--- config.mk ---
export PLATFORM = sky130hd
export DESIGN_NAME = value_banding_classifier
export DESIGN_NICKNAME = d
export VERILOG_FILES = /design/src/rtl/vbc_pkg.sv /design/src/rtl/vbc_ctrl.sv /design/src/rtl/vbc_dpath.sv /design/src/rtl/value_banding_classifier.sv
export SDC_FILE = /design/constraint.sdc
export NUM_CORES = 2
export LEC_CHECK = 0
export BUFFER_PORTS_ARGS = -buffer_cell sky130_fd_sc_hd__buf_4
export CORE_ASPECT_RATIO = 0.9
export CORE_MARGIN = 2
export CORE_UTILIZATION = 55
export DETAILED_ROUTE_END_ITERATION = 16
export PLACE_DENSITY = 0.71
export SYNTH_ARGS = -nofsm -noshare
export SYNTH_HDL_FRONTEND = slang
export SYNTH_SLANG_ARGS = --single-unit
--- constraint.sdc ---
create_clock -name aclk -period 31.1 [get_ports aclk]
set_input_delay 0 -clock aclk [delete_from_list [all_inputs] [get_ports aclk]]
set_output_delay 0 -clock aclk [all_outputs]
set_load 0.02 [all_outputs]
--- src/rtl/vbc_pkg.sv ---
// vbc_pkg: shared types, constants and command/status structs for the
// value banding classifier. no dependencies.
package vbc_pkg;

    localparam int VALUE_W   = 32;
    localparam int BAND_W    = 16;
    localparam int MAX_BND   = 16;
    localparam int IDX_W     = 4;
    localparam int PCNT_W    = 5;
    localparam int CNT_W     = 16;
    localparam int CFG_IDX_W = 3;

    localparam logic [CFG_IDX_W-1:0] REG_MODE   = 3'd0;
    localparam logic [CFG_IDX_W-1:0] REG_START  = 3'd1;
    localparam logic [CFG_IDX_W-1:0] REG_STOP   = 3'd2;
    localparam logic [CFG_IDX_W-1:0] REG_STEP   = 3'd3;
    localparam logic [CFG_IDX_W-1:0] REG_COUNT  = 3'd4;
    localparam logic [CFG_IDX_W-1:0] REG_POINTS = 3'd5;

    localparam logic [1:0] MODE_STEP   = 2'd0;
    localparam logic [1:0] MODE_COUNT  = 2'd1;
    localparam logic [1:0] MODE_POINTS = 2'd2;

    localparam logic [1:0] ST_OK      = 2'd0;
    localparam logic [1:0] ST_INVALID = 2'd1;
    localparam logic [1:0] ST_SAT     = 2'd2;

    localparam logic OP_CLASSIFY = 1'b0;
    localparam logic OP_WRITE    = 1'b1;

    typedef enum logic [2:0] {
        S_IDLE,
        S_SETUP,
        S_DIV,
        S_SCAN,
        S_DONE
    } vbc_state_t;

    // controller -> datapath
    typedef struct packed {
        logic load;     // capture input word and decode
        logic div_step; // one quotient bit
        logic scan_step;// one table entry
        logic finish;   // form result
    } vbc_cmd_t;

    // datapath -> controller
    typedef struct packed {
        logic need_div;
        logic need_scan;
        logic div_last;
        logic scan_last;
    } vbc_stat_t;

endpackage

--- src/rtl/vbc_ctrl.sv ---
// vbc_ctrl: sequencing state machine of the value banding classifier.
// depends on vbc_pkg.
module vbc_ctrl
    import vbc_pkg::*;
(
    input  logic      aclk,
    input  logic      aresetn,
    input  logic      in_fire,
    input  logic      out_busy,
    input  vbc_stat_t stat,
    output vbc_cmd_t  cmd,
    output logic      busy
);

    vbc_state_t state_reg, state_next;

    always_ff @(posedge aclk) begin
        if (!aresetn) begin
            state_reg <= S_IDLE;
        end else begin
            state_reg <= state_next;
        end
    end

    always_comb begin
        state_next = state_reg;
        cmd        = '0;
        busy       = 1'b1;
        unique case (state_reg)
            S_IDLE: begin
                busy = 1'b0;
                if (in_fire) begin
                    cmd.load   = 1'b1;
                    state_next = S_SETUP;
                end
            end
            S_SETUP: begin
                priority if (stat.need_div) state_next = S_DIV;
                else if (stat.need_scan)    state_next = S_SCAN;
                else                        state_next = S_DONE;
            end
            S_DIV: begin
                cmd.div_step = 1'b1;
                if (stat.div_last) state_next = S_DONE;
            end
            S_SCAN: begin
                cmd.scan_step = 1'b1;
                if (stat.scan_last) state_next = S_DONE;
            end
            S_DONE: begin
                if (!out_busy) begin
                    cmd.finish = 1'b1;
                    state_next = S_IDLE;
                end
            end
            default: state_next = S_IDLE;
        endcase
    end

    a_load_idle: assert property (@(posedge aclk) disable iff (!aresetn)
        cmd.load |-> state_reg == S_IDLE)
        else $error("load outside idle");
    a_finish_free: assert property (@(posedge aclk) disable iff (!aresetn)
        cmd.finish |-> !out_busy)
        else $error("result over a held word");
    a_load_setup: assert property (@(posedge aclk) disable iff (!aresetn)
        cmd.load |=> state_reg == S_SETUP)
        else $error("load not followed by setup");

endmodule

--- src/rtl/vbc_dpath.sv ---
// vbc_dpath: config registers, boundary table, restoring divider and
// table scanner of the value banding classifier. depends on vbc_pkg.
module vbc_dpath
    import vbc_pkg::*;
(
    input  logic                 aclk,
    input  logic                 aresetn,
    input  logic                 cfg_fire,
    input  logic [CFG_IDX_W-1:0] cfg_index,
    input  logic [VALUE_W-1:0]   cfg_data,
    input  logic                 in_opcode,
    input  logic [VALUE_W-1:0]   in_value,
    input  logic [IDX_W-1:0]     in_entry_index,
    input  vbc_cmd_t             cmd,
    output vbc_stat_t            stat,
    output logic [BAND_W-1:0]    band,
    output logic [1:0]           status
);

    localparam int DIVN_W = VALUE_W + CNT_W; // dividend width
    localparam int QCNT_W = $clog2(DIVN_W + 1);
    localparam int BMAX   = (1 << BAND_W) - 1;

    logic [1:0]          mode_reg;
    logic [VALUE_W-1:0]  start_reg, stop_reg, step_reg;
    logic [CNT_W-1:0]    count_reg;
    logic [PCNT_W-1:0]   pcnt_reg;

    always_ff @(posedge aclk) begin
        if (!aresetn) begin
            mode_reg  <= MODE_STEP;
            start_reg <= '0;
            stop_reg  <= '0;
            step_reg  <= '0;
            count_reg <= '0;
            pcnt_reg  <= PCNT_W'(2);
        end else if (cfg_fire) begin
            unique case (cfg_index)
                REG_MODE:   mode_reg  <= cfg_data[1:0];
                REG_START:  start_reg <= cfg_data;
                REG_STOP:   stop_reg  <= cfg_data;
                REG_STEP:   step_reg  <= cfg_data;
                REG_COUNT:  count_reg <= cfg_data[CNT_W-1:0];
                REG_POINTS: pcnt_reg  <= cfg_data[PCNT_W-1:0];
                default: ;
            endcase
        end
    end

    // boundary table, one write and one read port
    logic [VALUE_W-1:0] table_mem [MAX_BND];

    // ---------------- decode at load ----------------
    logic signed [VALUE_W-1:0] v_s, st_s, sp_s, stp_s;
    assign v_s   = in_value;
    assign st_s  = start_reg;
    assign sp_s  = stop_reg;
    assign stp_s = step_reg;

    logic [VALUE_W-1:0] off_c, span_c, smag_c;
    logic [1:0]         d_status;
    logic               d_div, d_scan, d_cnt;

    always_comb begin
        off_c    = '0;
        span_c   = '0;
        smag_c   = '0;
        d_status = ST_OK;
        d_div    = 1'b0;
        d_scan   = 1'b0;
        d_cnt    = 1'b0;
        if (in_opcode == OP_CLASSIFY) begin
            unique case (mode_reg)
                MODE_STEP: begin
                    if (stp_s > 0) begin
                        if (st_s > sp_s) d_status = ST_INVALID;
                        else if (!(v_s < st_s || v_s > sp_s)) begin
                            off_c  = in_value - start_reg;
                            span_c = stop_reg - start_reg;
                            smag_c = step_reg;
                            d_div  = 1'b1;
                        end
                    end else if (stp_s < 0) begin
                        if (st_s < sp_s) d_status = ST_INVALID;
                        else if (!(v_s > st_s || v_s < sp_s)) begin
                            off_c  = start_reg - in_value;
                            span_c = start_reg - stop_reg;
                            smag_c = '0 - step_reg;
                            d_div  = 1'b1;
                        end
                    end else begin
                        d_status = ST_INVALID;
                    end
                end
                MODE_COUNT: begin
                    if (count_reg == '0 || st_s == sp_s) d_status = ST_INVALID;
                    else if (sp_s > st_s) begin
                        if (!(v_s < st_s || v_s > sp_s)) begin
                            off_c  = in_value - start_reg;
                            span_c = stop_reg - start_reg;
                            d_div  = 1'b1;
                            d_cnt  = 1'b1;
                        end
                    end else if (!(v_s > st_s || v_s < sp_s)) begin
                        off_c  = start_reg - in_value;
                        span_c = start_reg - stop_reg;
                        d_div  = 1'b1;
                        d_cnt  = 1'b1;
                    end
                end
                MODE_POINTS: begin
                    if (pcnt_reg < PCNT_W'(2)) d_status = ST_INVALID;
                    else d_scan = 1'b1;
                end
                default: d_status = ST_INVALID;
            endcase
        end
    end

    // ---------------- item registers ----------------
    logic                      cnt_reg;
    logic [1:0]                st_reg;
    logic                      div_reg, scan_reg;
    logic [VALUE_W-1:0]        span_reg;
    logic signed [VALUE_W-1:0] val_reg;
    // divider
    logic [DIVN_W-1:0]  rem_reg, quo_reg;   // rem holds partial remainder
    logic [DIVN_W-1:0]  dvd_reg;            // shifting dividend
    logic [DIVN_W-1:0]  dvs_reg;            // divisor
    logic [QCNT_W-1:0]  qcnt_reg;
    logic               pass_reg;           // step mode: 0 offset pass, 1 span pass
    logic [VALUE_W-1:0] q1_reg;             // floor(off/s)
    // scanner
    logic [IDX_W:0]     sidx_reg;
    logic [PCNT_W-1:0]  nuse_reg;
    logic signed [VALUE_W-1:0] prev_reg;
    logic               asc_reg, desc_reg;
    logic [BAND_W-1:0]  ahit_reg, dhit_reg;
    logic [VALUE_W-1:0] rd_reg;

    // multiply offset by count for count mode dividend
    logic [DIVN_W-1:0] prod_c;
    assign prod_c = DIVN_W'(off_c) * DIVN_W'(count_reg);

    // restoring divide step
    logic [DIVN_W:0]   trial_c;
    logic [DIVN_W-1:0] rem_sh_c;
    assign rem_sh_c = {rem_reg[DIVN_W-2:0], dvd_reg[DIVN_W-1]};
    assign trial_c  = {1'b0, rem_sh_c} - {1'b0, dvs_reg};

    logic [DIVN_W-1:0] quo_nx_c, rem_nx_c;
    assign quo_nx_c = {quo_reg[DIVN_W-2:0], ~trial_c[DIVN_W]};
    assign rem_nx_c = trial_c[DIVN_W] ? rem_sh_c : trial_c[DIVN_W-1:0];

    assign stat.need_div  = div_reg;
    assign stat.need_scan = scan_reg;
    assign stat.div_last  = (qcnt_reg == QCNT_W'(1)) && (cnt_reg || pass_reg);
    assign stat.scan_last = (sidx_reg == nuse_reg - PCNT_W'(1));

    logic [PCNT_W-1:0] nuse_c;
    assign nuse_c = (pcnt_reg > PCNT_W'(MAX_BND)) ? PCNT_W'(MAX_BND) : pcnt_reg;

    // scanner compares (entry sidx-1 in prev, entry sidx in rd)
    logic signed [VALUE_W-1:0] cur_s;
    logic top_c, ahit_c, dhit_c;
    assign cur_s  = rd_reg;
    assign top_c  = ({1'b0, sidx_reg} == {1'b0, nuse_reg} - (PCNT_W+1)'(1));
    assign ahit_c = (val_reg >= prev_reg) && (top_c ? val_reg <= cur_s : val_reg < cur_s);
    assign dhit_c = (val_reg <= prev_reg) && (top_c ? val_reg >= cur_s : val_reg > cur_s);

    always_ff @(posedge aclk) begin
        if (cmd.load) begin
            if (in_opcode == OP_WRITE) table_mem[in_entry_index] <= in_value;
            st_reg   <= d_status;
            div_reg  <= d_div;
            scan_reg <= d_scan;
            cnt_reg  <= d_cnt;
            span_reg <= span_c;
            val_reg  <= in_value;
            rem_reg  <= '0;
            quo_reg  <= '0;
            dvd_reg  <= d_cnt ? prod_c : DIVN_W'(off_c);
            dvs_reg  <= d_cnt ? DIVN_W'(span_c) : DIVN_W'(smag_c);
            qcnt_reg <= QCNT_W'(DIVN_W);
            pass_reg <= 1'b0;
            nuse_reg <= nuse_c;
            sidx_reg <= '0;
            asc_reg  <= 1'b1;
            desc_reg <= 1'b1;
            ahit_reg <= '0;
            dhit_reg <= '0;
            rd_reg   <= table_mem[0];
        end else if (cmd.div_step) begin
            if (qcnt_reg == QCNT_W'(1) && !cnt_reg && !pass_reg) begin
                // offset quotient done, restart on span for ceil(D/s)
                q1_reg   <= quo_nx_c[VALUE_W-1:0];
                pass_reg <= 1'b1;
                rem_reg  <= '0;
                quo_reg  <= '0;
                dvd_reg  <= DIVN_W'(span_reg);
                qcnt_reg <= QCNT_W'(DIVN_W);
            end else begin
                rem_reg  <= rem_nx_c;
                quo_reg  <= quo_nx_c;
                dvd_reg  <= {dvd_reg[DIVN_W-2:0], 1'b0};
                qcnt_reg <= qcnt_reg - QCNT_W'(1);
            end
        end else if (cmd.scan_step) begin
            // sidx 0 only primes prev with entry 0
            prev_reg <= rd_reg;
            sidx_reg <= sidx_reg + (IDX_W+1)'(1);
            rd_reg   <= table_mem[IDX_W'(sidx_reg + (IDX_W+1)'(1))];
            if (sidx_reg != '0) begin
                asc_reg  <= asc_reg && (prev_reg <= cur_s);
                desc_reg <= desc_reg && (prev_reg >= cur_s);
                if (ahit_c) ahit_reg <= BAND_W'(sidx_reg);
                if (dhit_c) dhit_reg <= BAND_W'(sidx_reg);
            end
        end
    end

    // ---------------- result ----------------
    logic [DIVN_W:0] kmax_c, q_c, bnd_c;
    always_comb begin
        // step: kmax = ceil(D/s) at least 1, band = min(q, kmax-1)+1
        // count: band = min(q+1, c)
        kmax_c = {1'b0, quo_nx_c} + ((rem_nx_c != '0) ? (DIVN_W+1)'(1) : '0);
        if (kmax_c == '0) kmax_c = (DIVN_W+1)'(1);
        q_c = cnt_reg ? {1'b0, quo_nx_c} : (DIVN_W+1)'(q1_reg);
        if (cnt_reg) begin
            bnd_c = q_c + (DIVN_W+1)'(1);
            if (bnd_c > (DIVN_W+1)'(count_reg)) bnd_c = (DIVN_W+1)'(count_reg);
        end else begin
            bnd_c = ((q_c < kmax_c - (DIVN_W+1)'(1)) ? q_c : kmax_c - (DIVN_W+1)'(1))
                    + (DIVN_W+1)'(1);
        end
    end

    logic [DIVN_W:0]   bres_reg;
    always_ff @(posedge aclk) begin
        if (cmd.div_step && stat.div_last) begin
            bres_reg <= bnd_c;
        end else if (cmd.load) begin
            bres_reg <= '0;
        end
    end

    // status for scan mode is resolved at finish from asc/desc
    always_comb begin
        logic [DIVN_W:0] b;
        b      = bres_reg;
        status = st_reg;
        if (scan_reg) begin
            if (!asc_reg && !desc_reg) begin
                status = ST_INVALID;
                b      = '0;
            end else begin
                b = (DIVN_W+1)'(asc_reg ? ahit_reg : dhit_reg);
            end
        end
        if (status == ST_OK && b > (DIVN_W+1)'(BMAX)) begin
            band   = BAND_W'(BMAX);
            status = ST_SAT;
        end else begin
            band = b[BAND_W-1:0];
        end
    end

endmodule

--- src/rtl/value_banding_classifier.sv ---
// value_banding_classifier: top level, joins controller and datapath and
// holds the result word register. depends on vbc_pkg, vbc_ctrl, vbc_dpath.
//
// usage
//  - s_ channel carries one word per item: opcode, value, entry_index.
//    opcode write stores value into boundary entry entry_index and returns
//    a word with band 0, status ok.
//  - m_ channel returns exactly one word (band, status) per input word.
//  - cfg channel writes a register by index (mode, start, stop, step,
//    band count, point count); write only while no item is in flight.
// timing
//  - one item at a time; step and count modes run a 48-step restoring
//    divider (step mode runs it twice: offset and span); points mode
//    walks the boundary table one entry a cycle; writes and out-of-range
//    or invalid cases skip both the divider and the table walk.
//  - the result sits in an output register; a stalled m_ready holds it and
//    the next word is taken, computed, and waits for the register to free.
// reset
//  - aresetn low clears state, config and m_valid registers; the table
//    is not cleared and reads of unwritten entries are undefined.
module value_banding_classifier
    import vbc_pkg::*;
(
    input  logic                 aclk,
    input  logic                 aresetn,
    input  logic                 cfg_valid,
    output logic                 cfg_ready,
    input  logic [CFG_IDX_W-1:0] cfg_index,
    input  logic [VALUE_W-1:0]   cfg_data,
    input  logic                 s_valid,
    output logic                 s_ready,
    input  logic                 s_opcode,
    input  logic [VALUE_W-1:0]   s_value,
    input  logic [IDX_W-1:0]     s_entry_index,
    output logic                 m_valid,
    input  logic                 m_ready,
    output logic [BAND_W-1:0]    m_band,
    output logic [1:0]           m_status
);

    vbc_cmd_t  cmd;
    vbc_stat_t stat;
    logic      busy;
    logic      in_fire;
    logic      out_busy;
    logic [BAND_W-1:0] band_w;
    logic [1:0]        status_w;

    // output word register
    logic              m_valid_reg;
    logic [BAND_W-1:0] m_band_reg;
    logic [1:0]        m_status_reg;

    assign s_ready   = !busy;
    assign in_fire   = s_valid && s_ready;
    assign cfg_ready = 1'b1;
    assign out_busy  = m_valid_reg && !m_ready;

    vbc_ctrl u_ctrl (
        .aclk     (aclk),
        .aresetn  (aresetn),
        .in_fire  (in_fire),
        .out_busy (out_busy),
        .stat     (stat),
        .cmd      (cmd),
        .busy     (busy)
    );

    vbc_dpath u_dpath (
        .aclk           (aclk),
        .aresetn        (aresetn),
        .cfg_fire       (cfg_valid && cfg_ready),
        .cfg_index      (cfg_index),
        .cfg_data       (cfg_data),
        .in_opcode      (s_opcode),
        .in_value       (s_value),
        .in_entry_index (s_entry_index),
        .cmd            (cmd),
        .stat           (stat),
        .band           (band_w),
        .status         (status_w)
    );

    always_ff @(posedge aclk) begin
        if (!aresetn) begin
            m_valid_reg <= 1'b0;
        end else if (cmd.finish) begin
            m_valid_reg <= 1'b1;
        end else if (m_ready) begin
            m_valid_reg <= 1'b0;
        end
    end

    always_ff @(posedge aclk) begin
        if (cmd.finish) begin
            m_band_reg   <= band_w;
            m_status_reg <= status_w;
        end
    end

    assign m_valid  = m_valid_reg;
    assign m_band   = m_band_reg;
    assign m_status = m_status_reg;

    a_no_overwrite: assert property (@(posedge aclk) disable iff (!aresetn)
        m_valid && !m_ready |=> m_valid && $stable(m_band) && $stable(m_status))
        else $error("held word changed");
    a_busy_after_take: assert property (@(posedge aclk) disable iff (!aresetn)
        in_fire |=> !s_ready)
        else $error("second word taken while busy");
    a_status_code: assert property (@(posedge aclk) disable iff (!aresetn)
        m_valid |-> m_status != 2'd3)
        else $error("bad status code");

endmodule
Yosys cells after proc, flatten, opt, wreduce, memory -nomap -nowiden

Memories as Yosys holds them, arrays and structs flattened.
Index checks and enable logic that the tools add are counted.

Flip-flop bits (word level): 574
RAM bits: 512
Bits of input ports: 77
Output and inout bits: 21
Word-level logic and storage cells: 235
Memories kept: 1

Memory list:

| name              | words | width | rd ports | clocked after memory_dff | wr ports | line            | text |
|---|---|---|---|---|---|---|---|
| u_dpath.table_mem | 16    | 32    | 2        | 0                        | 1        | vbc_dpath.sv:51 | `logic [VALUE_W-1:0] table_mem [MAX_BND];` |

$add $sub $neg: 14
$mul: 1
$lt $le $gt $ge: 22
Eq/ne operators: 20
Multiplexer cells: 92
Bitwise gates (word level): 4
Reduce and logical (&&, ||, !) cells: 49

Operators by type and width:

| kind                                                                               | number |
|---|---|
| 32-bit 2-to-1 mux                                                                  | 30 |
| 49-bit 2-to-1 mux                                                                  | 8 |
| 48-bit 2-to-1 mux                                                                  | 6 |
| 32-bit greater-than comparator                                                     | 5 |
| 32-bit less-than comparator                                                        | 4 |
| 32-bit case mux with 2 select lines                                                | 2 |
| 32-bit subtractor                                                                  | 4 |
| 49-bit by 1-bit adder with 49-bit output (second input constant)                   | 2 |
| 32-bit greater-or-equal comparator                                                 | 3 |
| 32-bit less-or-equal comparator                                                    | 3 |
| 47-bit 2-to-1 mux                                                                  | 2 |
| 48-bit by 1-bit adder with 49-bit output                                           | 1 |
| 49-bit by 16-bit greater-than comparator with 1-bit output                         | 1 |
| 49-bit by 16-bit greater-than comparator with 1-bit output (second input constant) | 1 |
| 49-bit logical NOT                                                                 | 1 |
| 49-bit less-than comparator                                                        | 1 |
| 48-bit by 48-bit subtractor with 49-bit output                                     | 1 |
| 49-bit by 1-bit subtractor with 49-bit output (second input constant)              | 1 |
| 32-bit by 16-bit multiplier with 48-bit output                                     | 1 |
| 48-bit nonzero test                                                                | 1 |
| 32-bit equality test                                                               | 1 |
| 32-bit by 1-bit greater-than comparator with 1-bit output (second input constant)  | 1 |
| 32-bit by 1-bit less-than comparator with 1-bit output (second input constant)     | 1 |
| 1-bit by 32-bit subtractor with 32-bit output (first input constant)               | 1 |
| 37 further kinds                                                                   | 120 |

Depth between registers and ports, before layout

Word-level depth: 13
Depth in mapped cells: 68

By module

From an unflattened synthesis, not the netlist that was laid out.

Cells, all modules: 7861
Area total of the unflattened synthesis: 79214.7 µm²

Modules (own cells, without submodules):

| module                   | instances | cells an instance | area an instance (µm²) | sequential area each (µm²) |
|---|---|---|---|---|
| vbc_dpath                | 1         | 7806              | 78367.7                | 29067.9 |
| value_banding_classifier | 1         | 25                | 603.1                  | 560.5 |
| vbc_ctrl                 | 1         | 30                | 244.0                  | 60.1 |

Least setup slack after synthesis

OpenSTA, ideal clock, no wires.

Path kind: flip-flop to flip-flop
Start point: register u_dpath.dvs_reg[13]
End point: register u_dpath.bres_reg[44], data pin
Library setup time: 256 ps
Arrival time: 14000 ps
Data required time: 30844 ps
Setup slack: 16843 ps
Stages on the path, launching flop included: 62
Cell sequence: edfxtp_1 -> inv_1 -> ha_1 -> a21o_1 -> a21o_1 -> a221o_1 -> and3_1 -> nor3_1 -> o21ai_0 -> or4_1 -> xnor2_1 -> or4_1 -> or4_1 -> or4_1 -> or4_1 -> a2111oi_0 -> nand4_1 -> ha_1 -> (+26 left out) -> o21ai_0 -> or4_1 -> nor2_1 -> o21a_1 -> nor2_1 -> buf_2 -> buf_1 -> clkbuf_1 -> buf_1 -> a21oi_1 -> ha_1 -> nand4_1 -> or3_1 -> nor4_1 -> a31o_2 -> nand4b_1 -> or2_2 -> o22a_1

Cells in the longest elaborated chain, start to end: 13
Elaborated cells between the ends (all ways): 18
Those cells by class: add/sub: 5; order compare: 2; mux: 8; bitwise: 1; reduce/logical: 2

Ends and longest elaborated chain:

| item                                               | line             | text |
|---|---|---|
| from (decl)                                        | vbc_dpath.sv:129 | `logic [DIVN_W-1:0] dvs_reg;` |
| from (signal assigned)                             | vbc_dpath.sv:183 | `dvs_reg <= d_cnt ? DIVN_W'(span_c) : DIVN_W'(smag_c);` |
| 48-bit by 48-bit subtractor with 49-bit output (*) | vbc_dpath.sv:149 | `assign trial_c = {1'b0, rem_sh_c} - {1'b0, dvs_reg};` |
| 48-bit 2-to-1 mux                                  | vbc_dpath.sv:153 | `assign rem_nx_c = trial_c[DIVN_W] ? rem_sh_c : trial_c[DIVN_W-1:0];` |
| 48-bit nonzero test                                | vbc_dpath.sv:227 | `kmax_c = {1'b0, quo_nx_c} + ((rem_nx_c != '0) ? (DIVN_W+1)'(1) : '0);` |
| 1-bit 2-to-1 mux                                   | vbc_dpath.sv:227 |  |
| 48-bit by 1-bit adder with 49-bit output           | vbc_dpath.sv:227 |  |
| 49-bit logical NOT                                 | vbc_dpath.sv:228 | `if (kmax_c == '0) kmax_c = (DIVN_W+1)'(1);` |
| 49-bit 2-to-1 mux                                  | vbc_dpath.sv:228 |  |
| 49-bit by 1-bit subtractor with 49-bit output      | vbc_dpath.sv:234 | `bnd_c = ((q_c < kmax_c - (DIVN_W+1)'(1)) ? q_c : kmax_c - (DIVN_W+1)'(1))` |
| 49-bit less-than comparator                        | vbc_dpath.sv:234 |  |
| 49-bit 2-to-1 mux                                  | vbc_dpath.sv:234 |  |
| 49-bit by 1-bit adder with 49-bit output           | vbc_dpath.sv:235 | `+ (DIVN_W+1)'(1);` |
| 49-bit 2-to-1 mux (*)                              | vbc_dpath.sv:230 | `if (cnt_reg) begin` |
| 49-bit 2-to-1 mux (*)                              | vbc_dpath.sv:241 | `if (cmd.div_step && stat.div_last) begin` |
| to (signal assigned)                               | vbc_dpath.sv:242 | `bres_reg <= bnd_c;` |
| to (decl)                                          | vbc_dpath.sv:239 | `logic [DIVN_W:0] bres_reg;` |

Mark *: on every way between the ends. The rest lies on a longest branch, timed or not.
A chain may end at the register's enable or synchronous reset.

Worst setup path in the final report

Start point: register u_dpath.dvs_reg[17]
End point: register u_dpath.bres_reg[42], data pin

The elaborated chain is that of the path after synthesis.

==> results <==
- The run finished with clean final reports.
- Setup violations remaining at the end of the flow were counted as 0.
- The final cell count without fillers is 9766.
- The routed layout has 62200 vias.
- The setup TNS is 0 ps.
- The number of sinks on the clock net is 1069.
- The routed design has 253000 µm of wire.
- The post-placement cell count is 9477.
- Subtracting the final worst setup slack from the clock period gives 18600 ps.
- With fillers left out, the area of the finished cells amounts to 0.0860 mm².
- The mean number of vias per cell is 6.37.
- The clock insertion delay at the later pin of the skew report is 770 ps.
- The remaining max-slew budget at the tightest pin is 3.28%.
- The final count of pins violating max slew is 0.
- The total nets after synthesis is 8790.
- For this block, the initial DRC count from the detailed router was 7010.
- Of the total power, the clock network draws 22.9%.
- The most critical setup path has its startpoint at u_dpath.dvs_reg[17].
- The final layout contains 8787 nets.
- The floorplan step defined a die boundary enclosing 0.146 mm².
- The number of distinct library cells after synthesis is 107.
- The flop and latch count out of synthesis is 1069.
- For this design the ratio of total power to cell area is 68.2 mW/mm².
- The DRC violation count after routing is 0.
- The total grt overflow is 0.
- The capturing element of the worst setup path is u_dpath.bres_reg[42].
- The standard cell area after detailed placement is 0.0815 mm².
- The worst setup path is captured at a flip-flop.
- The commonest register cell after synthesis is edfxtp_1.
- In this run switching power makes up 42.9% of total power.
- The clock transition at the registers of the reported paths is 70 ps.
- Counting instances in the post-synthesis netlist gives the leading cell types as nand2_1, edfxtp_1, inv_1.
- The leakage power is 34.4 nW.
- Counting flops with a built-in enable in the synthesized netlist gives 828.
- The initial antenna violation count is 22.
- STA puts the critical path data arrival time at 19180 ps.
- After detailed routing, the average wire length per cell comes to 25.9 µm.
- The initial core utilization is 55.5%.
- In this run the register-to-register setup slack is 12500 ps.
- The number of instances in the synthesized netlist is 7809.
- The yosys synthesis warning count is 0.
- The critical setup path kind is reg -> reg.
- The maximum frequency from static timing analysis is 53.8 MHz.
- The first detailed-routing pass ran for 6 iterations.
- The number of setup buffers added after CTS is 0.
- VDD sags by at most 162 µV.
- The internal power is 3.35 mW.
- The combinational cell fraction of total power is 48.3%.
- The CTS tree is yes.
- The die is 363 µm tall.
- The H-tree was split into 3 levels.
- The placeable core region is 0.142 mm².
- The total of max-cap violations is 0.
- The number of buffer cells added on primary ports is 96.
- The wire length of the first global-routing pass is 381000 µm.
- The mapped netlist covers 0.0788 mm².
- The critical path's largest stage delay is 740 ps.
- At the end of routability-driven placement, the weighted congestion stood at 1.01.
- Entering global routing, the biggest net connects 111 pins.
- 98 I/O pins were placed.
- Counting along the longest clock path gives a buffer depth of 3.
- Each instance of the synthesized netlist takes up on average 10.1 µm².
- The number of gates resized after CTS was 0.
- Setup repair after global routing left no endpoint under its margin.
- The worst hold-check slack is 79.3 ps.
- In this run the worst path has a maximum fanout of 45.
- Buffers inserted during clock tree synthesis total 110.
- The slowest stage of the critical path is the o21a_2 cell.
- The slew at the pin with the worst max-slew slack is 1450 ps.
- Dividing the final minimum period by the clock period gives 59.8%.
- The synthesized design devotes to its leading area cell type 31.6% of total area.
- In this run the critical register-to-register path is captured at u_dpath.bres_reg[42].
- The most common cell in the synthesized netlist is nand2_1.
- The number of global-route vias before repair is 60800.
- The register with the most flip-flops in the layout has 512 of them.
- The fraction of layout instances using a drive strength above 1 is 8.97%.
- Sorting the synthesized cells by area gives the leading types as edfxtp_1, fa_1, ha_1.
- Summed over all nets, the switching power comes to 2.52 mW.
- The required time of the worst setup path is 31680 ps.
- The share of synthesized registers carrying an async set or reset is 0%.
- The completed layout was analyzed and its total power is 5.87 mW.
- The count of standard-cell rows is 131.
- Of the total power, registers draw 28.8%.
- The largest area contributor in the netlist is edfxtp_1.
- The floorplan step set the die width to 403 µm.
- The final hold violation count is 0.
- Summed over all nets, the half-perimeter wirelength after detailed placement is 183000 µm.
- The layout-stage area growth over the synthesis result is 9.12%.
- The tightest min-delay check is of the in -> reg type.
- Between clock sinks in the finished design, the worst skew comes to 50.9 ps.
- The sequential cell area fraction in the yosys report is 37.7%.
- The root cell of the clock tree is clkbuf_16.
- The total global-route track usage is 34.4%.
- The startpoint of the worst-slack reg-to-reg timing path is u_dpath.dvs_reg[17].
- The element type at the critical path start is a flip-flop.
- The count of nets left with antenna violations once routing finished came out at 0.
- Counting cells, the worst reg-to-reg path comes to 56.
metal layers:
layer	track usage [%]	share of wire, %
met1	48.4	42
met2	52.4	44
met3	8.01	10
met4	12.3	4.1
met5	0	0.042
how the worst min path moves through the flow:
stage                          endpoint  slack (ps)              from  cells after the start
6_report       u_dpath.table_mem[7][19]          80  s_entry_index[1]                      3
3_3_place_gp           u_dpath.st_s[26]         280      cfg_data[26]                      3
5_1_grt        u_dpath.table_mem[7][26]          80  s_entry_index[1]                      3
4_1_cts        u_dpath.table_mem[4][30]          30  s_entry_index[1]                      3
2_1_floorplan   u_dpath.table_mem[0][0]         100        s_value[0]                      0
3_5_place_dp           u_dpath.st_s[26]         290      cfg_data[26]                      3
timing repair:
item                                    in CTS  in global routing
endpoints found under the hold margin      812                  0
hold buffers                                79                  0
endpoints found under the setup margin       0                  0
power by group through the flow:
stage | sequential [mW] | clock (mW) | combinational (mW)
floorplan | 1.70 | 0 | 1.97
global placement | 1.71 | 0 | 2.74
detailed placement | 1.72 | 0 | 2.75
CTS | 1.69 | 1.36 | 2.78
global route | 1.70 | 1.41 | 3.06
finish | 1.69 | 1.35 | 2.83
cell usage in the layout, fill, tap and decap left out, types with 34 or more instances in the layout:
cell and count:
nand3_1 110, mux2i_1 127, nand2_1 1106, dlygate4sd3_1 79
and3_1 46, inv_1 738, nor2b_1 98, fa_1 423
a22o_1 45, dfxtp_1 240, xor2_1 129, a21boi_0 122
o31ai_1 39, buf_4 223, or3_1 44, a21oi_1 349
edfxtp_1 828, nor2_1 386, nand2b_1 72, xnor2_1 226
nor3_1 146, a22oi_1 64, o21ai_0 268, a31oi_1 34
a21o_1 174, nand4_1 101, o22ai_1 76, o21a_1 50
a211oi_1 50, mux4_2 160, nor4_1 72, ha_1 480
and2_1 119, clkbuf_16 112
critical path, delay by kind of cell (launching register included):
family	cells	cell delay [ps]
mux	1	340
compound gates	18	4940
simple gates	26	9050
xor+xnor	2	720
flops	1	320
buf+inv	3	890
fa+ha+maj	6	2100
cell type report:
cell class	count	area (µm²)
timing repair buffer	303	2480
antenna	4	10.0
tap	1862	2330
clock buffer	139	2980
clock inverter	67	694
inverter	743	2800
multi-input combinational	5579	45000
fill	11700	56000
sequential	1069	29700
metrics by stage:
stage / setup WS (ps) / util [%]
2_1_floorplan: 16840 / -
3_3_place_gp: 13240 / 57.4
3_5_place_dp: 13040 / 57.4
4_1_cts: 12990 / 60.6
5_1_grt: 11230 / 60.6
6_report: 12500 / 60.6
cells by family (layout without fill, tap and decap cells):
family                   count (synthesis)  in the layout  share of synthesized area, %
flip-flops                            1069           1069                          37.7
multiplexers                           306            306                          6.46
XOR/XNOR                               358            358                          3.99
other                                    1              5                       0.00476
adder cells (fa/ha/maj)                904            904                          18.4
buffers and inverters                 1161           1252                          5.63
AND/OR/NAND/NOR                       2475           2475                          14.9
AO/OA/AOI/OAI                         1535           1535                          13.0
Note: power is estimated with default switching activity, not from simulation.
